## config.mk

```make
export PLATFORM = sky130hd
export DESIGN_NAME = tick_clock_frequency_calibrator_flat
export DESIGN_NICKNAME = d
export VERILOG_FILES = /design/src/sv/tcfc_pkg.sv /design/src/sv/tcfc_if.sv /design/src/sv/tcfc_div.sv /design/src/sv/tick_clock_frequency_calibrator.sv /design/src/flat_wrapper.sv
export SDC_FILE = /design/constraint.sdc
export NUM_CORES = 2
export LEC_CHECK = 0
export BUFFER_PORTS_ARGS = -buffer_cell sky130_fd_sc_hd__buf_2
export CORE_MARGIN = 2
export CORE_UTILIZATION = 40
export CTS_CLUSTER_DIAMETER = 40
export DETAILED_ROUTE_END_ITERATION = 16
export HOLD_SLACK_MARGIN = 0.15
export PLACE_DENSITY = 0.62
export REMOVE_ABC_BUFFERS = 1
export SKIP_LAST_GASP = 1
export SYNTH_ARGS = -nofsm -noshare
export SYNTH_HDL_FRONTEND = slang
export SYNTH_SLANG_ARGS = --single-unit
```

## constraint.sdc

```tcl
create_clock -name clock -period 18.9 [get_ports clock]
set_input_delay 4.725 -clock clock [delete_from_list [all_inputs] [get_ports clock]]
set_output_delay 4.725 -clock clock [all_outputs]
set_load 0.03 [all_outputs]
```

## src/sv/tcfc_pkg.sv

```systemverilog
// Package for the tick clock frequency calibrator.
// Holds widths, register indexes, reset values and the divider handshake types.
// Depends on nothing; every other file of the block uses it.
package tcfc_pkg;

   localparam int CYC_W       = 64;
   localparam int DIVISOR_W   = 64;
   localparam int DIVIDEND_W  = 74;   // 64-bit cycles times 1000 fits in 74 bits
   localparam int STEP_W      = 7;
   localparam int STEPS_CPT   = 64;
   localparam int STEPS_FREQ  = 74;
   localparam int CPT_SHIFT   = DIVIDEND_W - STEPS_CPT;

   // x * 1000 = (x << 10) - (x << 4) - (x << 3)
   localparam int MUL_SH_A = 10;
   localparam int MUL_SH_B = 4;
   localparam int MUL_SH_C = 3;

   localparam int CFG_IDX_W  = 2;
   localparam int CFG_DATA_W = 16;
   localparam int WARMUP_W   = 8;
   localparam int WINDOW_W   = 16;
   localparam int PERIOD_W   = 10;

   localparam logic [CFG_IDX_W-1:0] CFG_WARMUP = 2'd0;
   localparam logic [CFG_IDX_W-1:0] CFG_WINDOW = 2'd1;
   localparam logic [CFG_IDX_W-1:0] CFG_PERIOD = 2'd2;

   localparam logic [WARMUP_W-1:0] WARMUP_RESET = 8'd4;
   localparam logic [WINDOW_W-1:0] WINDOW_RESET = 16'd64;
   localparam logic [PERIOD_W-1:0] PERIOD_RESET = 10'd55;

   typedef struct packed {
      logic                  start;
      logic [DIVIDEND_W-1:0] dividend;
      logic [DIVISOR_W-1:0]  divisor;
      logic [STEP_W-1:0]     steps;
   } div_req_type;

   typedef struct packed {
      logic                  done;
      logic [DIVIDEND_W-1:0] quotient;
   } div_rsp_type;

endpackage

```

## src/sv/tcfc_if.sv

```systemverilog
// Valid/ready channel interfaces of the tick clock frequency calibrator.
// Depends on tcfc_pkg for the cycle counter width.
interface tcfc_req_if;
   logic                       valid;
   logic                       ready;
   logic [tcfc_pkg::CYC_W-1:0] stamp;

   modport source (output valid, output stamp, input ready);
   modport sink   (input valid, input stamp, output ready);
endinterface

interface tcfc_rsp_if;
   logic                       valid;
   logic                       ready;
   logic                       calibrated;
   logic [tcfc_pkg::CYC_W-1:0] cycles_per_tick;
   logic [tcfc_pkg::CYC_W-1:0] frequency_hz;

   modport source (output valid, output calibrated, output cycles_per_tick,
                   output frequency_hz, input ready);
   modport sink   (input valid, input calibrated, input cycles_per_tick,
                   input frequency_hz, output ready);
endinterface

```

## src/sv/tcfc_div.sv

```systemverilog
// Shared bit-serial restoring divider: one quotient bit per cycle.
// Depends on tcfc_pkg for widths and the request/response structs.
module tcfc_div (
   input  logic                  clock,
   input  logic                  reset,
   input  tcfc_pkg::div_req_type req_i,
   output tcfc_pkg::div_rsp_type rsp_o
);

   localparam int NW = tcfc_pkg::DIVIDEND_W;
   localparam int DW = tcfc_pkg::DIVISOR_W;
   localparam int SW = tcfc_pkg::STEP_W;

   logic [NW-1:0] work_ff, work_in;
   logic [DW-1:0] rem_ff, rem_in;
   logic [DW-1:0] divisor_ff, divisor_in;
   logic [SW-1:0] cnt_ff, cnt_in;
   logic          busy_ff, busy_in;
   logic          done_ff, done_in;
   logic [DW:0]   rem_sh;
   logic [DW:0]   diff;
   logic          qbit;

   always_comb begin
      rem_sh     = {rem_ff, work_ff[NW-1]};
      diff       = rem_sh - {1'b0, divisor_ff};
      qbit       = ~diff[DW];
      work_in    = work_ff;
      rem_in     = rem_ff;
      divisor_in = divisor_ff;
      cnt_in     = cnt_ff;
      busy_in    = busy_ff;
      done_in    = 1'b0;
      if (req_i.start) begin
         work_in    = req_i.dividend;
         rem_in     = '0;
         divisor_in = req_i.divisor;
         cnt_in     = req_i.steps;
         busy_in    = 1'b1;
      end else if (busy_ff) begin
         // shift the quotient bit in where the dividend bit left
         work_in = {work_ff[NW-2:0], qbit};
         rem_in  = qbit ? diff[DW-1:0] : rem_sh[DW-1:0];
         cnt_in  = cnt_ff - SW'(1);
         if (cnt_ff == SW'(1)) begin
            busy_in = 1'b0;
            done_in = 1'b1;
         end
      end
   end

   always_ff @(posedge clock) begin
      work_ff    <= work_in;
      rem_ff     <= rem_in;
      divisor_ff <= divisor_in;
      cnt_ff     <= cnt_in;
      if (reset) begin
         busy_ff <= 1'b0;
         done_ff <= 1'b0;
      end else begin
         busy_ff <= busy_in;
         done_ff <= done_in;
      end
   end

   assign rsp_o.done     = done_ff;
   assign rsp_o.quotient = work_ff;

endmodule

```

## src/sv/tick_clock_frequency_calibrator.sv

```systemverilog
// Top level of the tick clock frequency calibrator: sequencer, state and registers.
// Depends on tcfc_pkg, the channel interfaces in tcfc_if and the divider tcfc_div.
//
// Usage: every beat on req_if is one reference tick carrying the free-running
//   cycle counter stamp. Every accepted tick yields exactly one beat on rsp_if with
//   calibrated, cycles_per_tick and frequency_hz as they stand after that tick.
//   The block counts ticks, skips warmup_ticks of them, records a start point,
//   and once window_ticks ticks have passed divides elapsed cycles by elapsed
//   ticks, then scales by 1000 / tick_period_ms with saturation. After that it
//   holds the latched values.
// Throughput: one tick at a time, req_if.ready high only in the
//   idle state. A tick that only counts, records or is rejected before the
//   divide goes from EVAL straight to EMIT; a zero cycles-per-tick quotient
//   ends after the first divide. The measuring tick runs the shared serial
//   divider twice (64 quotient bits, then 74), one quotient bit per cycle.
// Stall: the response sits in an output register, so the next tick can be
//   accepted while rsp_if waits; a finished result holds until the slot frees.
// Reset: synchronous, active high. Clears counters, start point, latched
//   values and calibrated, and returns the registers to 4 / 64 / 55.
// Registers: csr_we writes csr_wdata into warmup_ticks (0), window_ticks (1)
//   or tick_period_ms (2); other indexes are dropped. Write while idle.
module tick_clock_frequency_calibrator #(
   parameter int TICK_WIDTH = 32
) (
   input  logic                            clock,
   input  logic                            reset,
   tcfc_req_if.sink                        req_if,
   tcfc_rsp_if.source                      rsp_if,
   input  logic                            csr_we,
   input  logic [tcfc_pkg::CFG_IDX_W-1:0]  csr_index,
   input  logic [tcfc_pkg::CFG_DATA_W-1:0] csr_wdata
);

   localparam int CW = tcfc_pkg::CYC_W;
   localparam int NW = tcfc_pkg::DIVIDEND_W;
   localparam int DW = tcfc_pkg::DIVISOR_W;
   localparam int SW = tcfc_pkg::STEP_W;

   localparam logic [2:0] ST_IDLE = 3'd0;
   localparam logic [2:0] ST_EVAL = 3'd1;
   localparam logic [2:0] ST_DIV1 = 3'd2;
   localparam logic [2:0] ST_MUL  = 3'd3;
   localparam logic [2:0] ST_DIV2 = 3'd4;
   localparam logic [2:0] ST_EMIT = 3'd5;

   logic [2:0]                     state_ff, state_in;
   logic [tcfc_pkg::WARMUP_W-1:0]  warmup_ff, warmup_in;
   logic [tcfc_pkg::WINDOW_W-1:0]  window_ff, window_in;
   logic [tcfc_pkg::PERIOD_W-1:0]  period_ff, period_in;
   logic [TICK_WIDTH-1:0]          tick_ff, tick_in;
   logic [TICK_WIDTH-1:0]          start_tick_ff, start_tick_in;
   logic [CW-1:0]                  start_stamp_ff, start_stamp_in;
   logic [CW-1:0]                  stamp_ff, stamp_in;
   logic                           done_ff, done_in;
   logic [CW-1:0]                  held_cycles_ff, held_cycles_in;
   logic [CW-1:0]                  held_freq_ff, held_freq_in;
   logic [CW-1:0]                  cpt_ff, cpt_in;
   logic [NW-1:0]                  prod_ff, prod_in;
   logic                           rsp_valid_ff, rsp_valid_in;
   logic                           rsp_cal_ff, rsp_cal_in;
   logic [CW-1:0]                  rsp_cycles_ff, rsp_cycles_in;
   logic [CW-1:0]                  rsp_freq_ff, rsp_freq_in;

   logic [TICK_WIDTH-1:0]          dt;
   logic [CW-1:0]                  dc;
   logic [CW-1:0]                  quot_lo;
   logic                           freq_sat;
   tcfc_pkg::div_req_type          div_req;
   tcfc_pkg::div_rsp_type          div_rsp;

   tcfc_div u_div (
      .clock (clock),
      .reset (reset),
      .req_i (div_req),
      .rsp_o (div_rsp)
   );

   always_comb begin
      dt       = tick_ff - start_tick_ff;
      dc       = stamp_ff - start_stamp_ff;
      quot_lo  = div_rsp.quotient[CW-1:0];
      // a zero period or a quotient beyond 64 bits saturates
      freq_sat = (period_ff == '0) || (div_rsp.quotient[NW-1:CW] != '0);

      state_in       = state_ff;
      warmup_in      = warmup_ff;
      window_in      = window_ff;
      period_in      = period_ff;
      tick_in        = tick_ff;
      start_tick_in  = start_tick_ff;
      start_stamp_in = start_stamp_ff;
      stamp_in       = stamp_ff;
      done_in        = done_ff;
      held_cycles_in = held_cycles_ff;
      held_freq_in   = held_freq_ff;
      cpt_in         = cpt_ff;
      prod_in        = prod_ff;
      rsp_cal_in     = rsp_cal_ff;
      rsp_cycles_in  = rsp_cycles_ff;
      rsp_freq_in    = rsp_freq_ff;
      rsp_valid_in   = rsp_valid_ff && !rsp_if.ready;

      div_req.start    = 1'b0;
      div_req.dividend = NW'(dc) << tcfc_pkg::CPT_SHIFT;
      div_req.divisor  = DW'(dt);
      div_req.steps    = SW'(tcfc_pkg::STEPS_CPT);

      case (state_ff)
         ST_IDLE: begin
            if (req_if.valid) begin
               tick_in  = tick_ff + TICK_WIDTH'(1);
               stamp_in = req_if.stamp;
               state_in = ST_EVAL;
            end
         end
         ST_EVAL: begin
            if (done_ff) begin
               state_in = ST_EMIT;
            end else if (start_tick_ff == '0) begin
               // start point is taken at the first tick past warmup
               if (tick_ff > TICK_WIDTH'(warmup_ff)) begin
                  start_tick_in  = tick_ff;
                  start_stamp_in = stamp_ff;
               end
               state_in = ST_EMIT;
            end else if (dt < TICK_WIDTH'(window_ff) || dt == '0 || dc == '0) begin
               state_in = ST_EMIT;
            end else begin
               div_req.start = 1'b1;
               state_in      = ST_DIV1;
            end
         end
         ST_DIV1: begin
            if (div_rsp.done) begin
               if (quot_lo == '0) begin
                  state_in = ST_EMIT;
               end else begin
                  cpt_in   = quot_lo;
                  prod_in  = (NW'(quot_lo) << tcfc_pkg::MUL_SH_A)
                           - (NW'(quot_lo) << tcfc_pkg::MUL_SH_B);
                  state_in = ST_MUL;
               end
            end
         end
         ST_MUL: begin
            // finish the times-1000 product and start the frequency divide
            div_req.start    = 1'b1;
            div_req.dividend = prod_ff - (NW'(cpt_ff) << tcfc_pkg::MUL_SH_C);
            div_req.divisor  = DW'(period_ff);
            div_req.steps    = SW'(tcfc_pkg::STEPS_FREQ);
            state_in         = ST_DIV2;
         end
         ST_DIV2: begin
            if (div_rsp.done) begin
               held_cycles_in = cpt_ff;
               held_freq_in   = freq_sat ? '1 : quot_lo;
               done_in        = 1'b1;
               state_in       = ST_EMIT;
            end
         end
         ST_EMIT: begin
            // hold until the output slot is free, then load it
            if (!rsp_valid_ff || rsp_if.ready) begin
               rsp_valid_in  = 1'b1;
               rsp_cal_in    = done_ff;
               rsp_cycles_in = held_cycles_ff;
               rsp_freq_in   = held_freq_ff;
               state_in      = ST_IDLE;
            end
         end
         default: begin
            state_in = ST_IDLE;
         end
      endcase

      if (csr_we) begin
         case (csr_index)
            tcfc_pkg::CFG_WARMUP: warmup_in = csr_wdata[tcfc_pkg::WARMUP_W-1:0];
            tcfc_pkg::CFG_WINDOW: window_in = csr_wdata[tcfc_pkg::WINDOW_W-1:0];
            tcfc_pkg::CFG_PERIOD: period_in = csr_wdata[tcfc_pkg::PERIOD_W-1:0];
            default: ;
         endcase
      end
   end

   always_ff @(posedge clock) begin
      stamp_ff      <= stamp_in;
      cpt_ff        <= cpt_in;
      prod_ff       <= prod_in;
      rsp_cal_ff    <= rsp_cal_in;
      rsp_cycles_ff <= rsp_cycles_in;
      rsp_freq_ff   <= rsp_freq_in;
      if (reset) begin
         state_ff       <= ST_IDLE;
         warmup_ff      <= tcfc_pkg::WARMUP_RESET;
         window_ff      <= tcfc_pkg::WINDOW_RESET;
         period_ff      <= tcfc_pkg::PERIOD_RESET;
         tick_ff        <= '0;
         start_tick_ff  <= '0;
         start_stamp_ff <= '0;
         done_ff        <= 1'b0;
         held_cycles_ff <= '0;
         held_freq_ff   <= '0;
         rsp_valid_ff   <= 1'b0;
      end else begin
         state_ff       <= state_in;
         warmup_ff      <= warmup_in;
         window_ff      <= window_in;
         period_ff      <= period_in;
         tick_ff        <= tick_in;
         start_tick_ff  <= start_tick_in;
         start_stamp_ff <= start_stamp_in;
         done_ff        <= done_in;
         held_cycles_ff <= held_cycles_in;
         held_freq_ff   <= held_freq_in;
         rsp_valid_ff   <= rsp_valid_in;
      end
   end

   assign req_if.ready           = (state_ff == ST_IDLE);
   assign rsp_if.valid           = rsp_valid_ff;
   assign rsp_if.calibrated      = rsp_cal_ff;
   assign rsp_if.cycles_per_tick = rsp_cycles_ff;
   assign rsp_if.frequency_hz    = rsp_freq_ff;

endmodule

```

## src/flat_wrapper.sv

```systemverilog
// flat-port wrapper written by rule: the top's interface ports become plain ports
module tick_clock_frequency_calibrator_flat 
#(
   parameter int TICK_WIDTH = 32
)
  (clock, reset, csr_we, csr_index, csr_wdata, req_if_valid, req_if_stamp, req_if_ready, rsp_if_valid, rsp_if_calibrated, rsp_if_cycles_per_tick, rsp_if_frequency_hz, rsp_if_ready);
  tcfc_req_if req_if_i ();
  tcfc_rsp_if rsp_if_i ();
  input  logic clock;
  input  logic reset;
  input  logic csr_we;
  input  logic [tcfc_pkg::CFG_IDX_W-1:0] csr_index;
  input  logic [tcfc_pkg::CFG_DATA_W-1:0] csr_wdata;
  input wire logic [$bits(req_if_i.valid)-1:0] req_if_valid;
  input wire logic [$bits(req_if_i.stamp)-1:0] req_if_stamp;
  output wire logic [$bits(req_if_i.ready)-1:0] req_if_ready;
  output wire logic [$bits(rsp_if_i.valid)-1:0] rsp_if_valid;
  output wire logic [$bits(rsp_if_i.calibrated)-1:0] rsp_if_calibrated;
  output wire logic [$bits(rsp_if_i.cycles_per_tick)-1:0] rsp_if_cycles_per_tick;
  output wire logic [$bits(rsp_if_i.frequency_hz)-1:0] rsp_if_frequency_hz;
  input wire logic [$bits(rsp_if_i.ready)-1:0] rsp_if_ready;
  assign req_if_i.valid = req_if_valid;
  assign req_if_i.stamp = req_if_stamp;
  assign req_if_ready = req_if_i.ready;
  assign rsp_if_valid = rsp_if_i.valid;
  assign rsp_if_calibrated = rsp_if_i.calibrated;
  assign rsp_if_cycles_per_tick = rsp_if_i.cycles_per_tick;
  assign rsp_if_frequency_hz = rsp_if_i.frequency_hz;
  assign rsp_if_i.ready = rsp_if_ready;
  tick_clock_frequency_calibrator #(.TICK_WIDTH(TICK_WIDTH)) u_core (.clock(clock), .reset(reset), .req_if(req_if_i), .rsp_if(rsp_if_i), .csr_we(csr_we), .csr_index(csr_index), .csr_wdata(csr_wdata));
endmodule
```

==> results.json <==
{
  "dp_slack_ns": 11.54,
  "tritoncts": "yes",
  "cts_hold_repair.buffers": 0,
  "diodes": 0,
  "most-common-layout-cells": "nor2_1 (566), nand2_1 (466), edfxtp_1 (439), a21oi_1 (431), dfxtp_1 (360)",
  "grt_max_degree": 133,
  "top_usage_layer": "met2",
  "gp_congestion": 0.9402,
  "drt-vias-per-instance": 5.470,
  "dieArea_sq_um": 115100,
  "max_freq_mhz": 143.3,
  "p_int_mw": 3.735,
  "met1_usage": 0.3020,
  "timing.final.crit_share": 0.3693,
  "p_comb_frac": 0.165,
  "area_growth_pct": 14.86,
  "tightest_slew_ns": 1.043,
  "rows": 123,
  "synth_seq_cells": 800,
  "synth_area_sq_um": 44970,
  "synth-seq-area-share": 0.4538,
  "dp_hpwl_mm": 91.50,
  "stdcell_area_sq_um": 51660,
  "async_reset_ff_frac": 0,
  "htreeDepth": 3,
  "cts_buffer_depth": 3,
  "route.detailed.drc": 0,
  "clk-insertion-delay-late_ns": 0.71,
  "arrival_ns": 7.58,
  "clock-sinks": 800,
  "cts_buffers": 120,
  "die_w_um": 339.3,
  "finalClockSkew_ns": 0.03616,
  "fp.dieH_um": 339.3,
  "cts_root_buffer": "clkbuf_16",
  "p_seq_frac": 0.386,
  "synth_edf_count": 439,
  "post_cts_resized": 0,
  "core_sq_um": 112000,
  "worst_setup_path_end_kind": "flop",
  "p_leak_nw": 20.33,
  "yosys_warnings": 0,
  "dr.pass1.iters": 5,
  "min_period_ns": 6.979,
  "synth_top_flop_cell": "edfxtp_1",
  "postSynthAreaPerCell_sq_um": 9.269,
  "hold_path_class": "reg2reg",
  "grt_pass1_wl_mm": 192.7,
  "drt-initial-drc-count": 2752,
  "rsz0062_at_grt": "false",
  "post_cts_buffers": 0,
  "final_common_cell": "nor2_1",
  "clk_pin_slew_worst_paths_ns": 0.05,
  "grt_usage": 0.2091,
  "p_clk_frac": 0.448,
  "post_route_cells_drive_above_1_share": 0.1095,
  "ys_types": 103,
  "p_sw_frac": 0.2878,
  "crit_fanout": 66,
  "switchingPower_mw": 1.509,
  "power.density_nw_per_um2": 101.5,
  "start_kind": "flop",
  "grt_pass1_vias": 33920,
  "start_util": 0.4014,
  "met3_usage": 0.02856,
  "vdd_ir_drop_max_v": 0.00007352,
  "setup_violations": 0,
  "wire_per_inst_um": 18.82,
  "hold_ws_ns": 0.4271,
  "postSynthCellCount": 4852,
  "status": "finished clean",
  "fin_tns_setup_ns": 0,
  "vias": 36180,
  "met2_usage": 0.3257,
  "cp.required_ns": 19.50,
  "slew_violations": 0,
  "top_level_ports": 218,
  "slew_headroom": 0.2984,
  "final_nets": 5372,
  "maxCapViolCount": 0,
  "setup_ws_ns": 11.92,
  "grt_remaining_overflow": 0,
  "routed_wl_mm": 124.5,
  "hold_viol_final": 0,
  "dpl_cell_area_sq_um": 47320,
  "drtAntennaViolNets": 0,
  "criticalPathCategory": "reg2reg",
  "antenna_found_initial": 3,
  "port_buffers": 217
}
registers in the layout (all words and copies together) (netlist names), 64 cells and up:
register and cells:
u_core.rsp_if.cycles_per_tick 64, u_core.held_freq_ff 64, u_core.u_div.work_ff 74, u_core.cpt_ff 64
u_core.stamp_ff 64, u_core.u_div.rem_ff 64, u_core.held_cycles_ff 64, u_core.prod_ff 69
u_core.rsp_if.frequency_hz 64, u_core.start_stamp_ff 64
stage by stage:
step	total power [mW]	instances	utilization
after floorplan	2.701	4647	-
after global placement	2.910	6385	0.4223
after detailed placement	2.920	6385	0.4223
after CTS	5.287	6614	0.4611
after global routing	5.480	6614	0.4611
final	5.245	6614	0.4611
power by group through the flow:
stage	registers (mW)	clock network [mW]	logic [mW]
6_report	2.03	2.35	0.867
5_1_grt	2.04	2.47	0.967
4_1_cts	2.03	2.40	0.866
3_5_place_dp	2.06	0	0.859
3_3_place_gp	2.06	0	0.851
2_1_floorplan	2.06	0	0.636
worst max-delay path: stages, from the launching register on:
cell and delay [ns]:
edfxtp_1 0.40, ha_1 0.39, o21ai_1 0.09, a21oi_1 0.47
o2111ai_2 0.28, a211oi_1 0.87, nor2_2 0.20, xnor2_1 0.25
a2111oi_0 0.57, o2111ai_1 0.19, nor4_1 0.40, nand4_1 0.36
nand2b_4 0.50, and2_1 0.64, inv_4 0.40, buf_4 0.49
a211oi_1 0.29
synthesized netlist by cell type (all sizes together), types with 35 or more instances:
cell type,count,share of area
nor2,571,0.048
mux2i,123,0.027
nand4,73,0.010
nor2b,42,0.0058
clkbuf,161,0.013
nor4,59,0.0082
dfxtp,361,0.16
and3,35,0.0049
a31oi,38,0.0054
nand3,76,0.0087
o21ai,207,0.023
inv,344,0.029
o21a,52,0.0087
edfxtp,439,0.29
a211oi,93,0.018
nand2,467,0.039
nand2b,40,0.0056
ha,275,0.077
buf,44,0.0056
nor3,131,0.015
or3,38,0.0056
a21o,120,0.020
xor2,119,0.023
xnor2,164,0.032
a21oi,433,0.048
routing by layer:
layer / share of wire / routed length (um) / up-vias
met3: 0.060 / 7421 / 180
met1: 0.48 / 59360 / 17300
li1: - / - / 17690
met2: 0.44 / 54570 / 1011
met4: 0.025 / 3135 / 2
met5: 0.000056 / 7 / -
layout make-up:
type | instances | area (sq um)
well taps | 1500 | 1877
repair buffers | 238 | 1254
fillers | 10880 | 60380
clock buffers | 138 | 3278
flip-flops and latches | 800 | 20410
inverters | 344 | 1294
multi-input cells | 3503 | 22480
clock inverters | 91 | 1062
path summary, 6_finish.rpt:
| check | slack [ns] | to | cells past startpoint | startpoint |
|---|---|---|---|---|
| setup / recovery | 11.92 | u_core.u_div.rem_ff[18]$_SDFFE_PP0P_ | 16 | u_core.stamp_ff[3]$_DFFE_PP_ |
| setup reg to reg | 11.92 | u_core.u_div.rem_ff[18]$_SDFFE_PP0P_ | 16 | u_core.stamp_ff[3]$_DFFE_PP_ |
| hold reg to reg | 0.43 | u_core.rsp_if.cycles_per_tick[6]$_DFFE_PP_ | 0 | u_core.held_cycles_ff[6]$_SDFFE_PP0P_ |
| hold / removal | 0.43 | u_core.rsp_if.cycles_per_tick[6]$_DFFE_PP_ | 0 | u_core.held_cycles_ff[6]$_SDFFE_PP0P_ |
cells by family (layout without fill, tap and decap cells):
kind of cell               Yosys count  in the layout  share of synthesized area
AOI/OAI and AO/OA                 1175           1175                     0.1684
DFF                                800            800                     0.4538
adders and majority gates          278            278                    0.07785
muxes                              130            130                    0.02913
and+or+nand+nor                   1637           1637                     0.1680
xor gates and xnor gates           283            283                    0.05512
buffers and inverters              549            811                    0.04771
(Power assumes the default switching activity.)
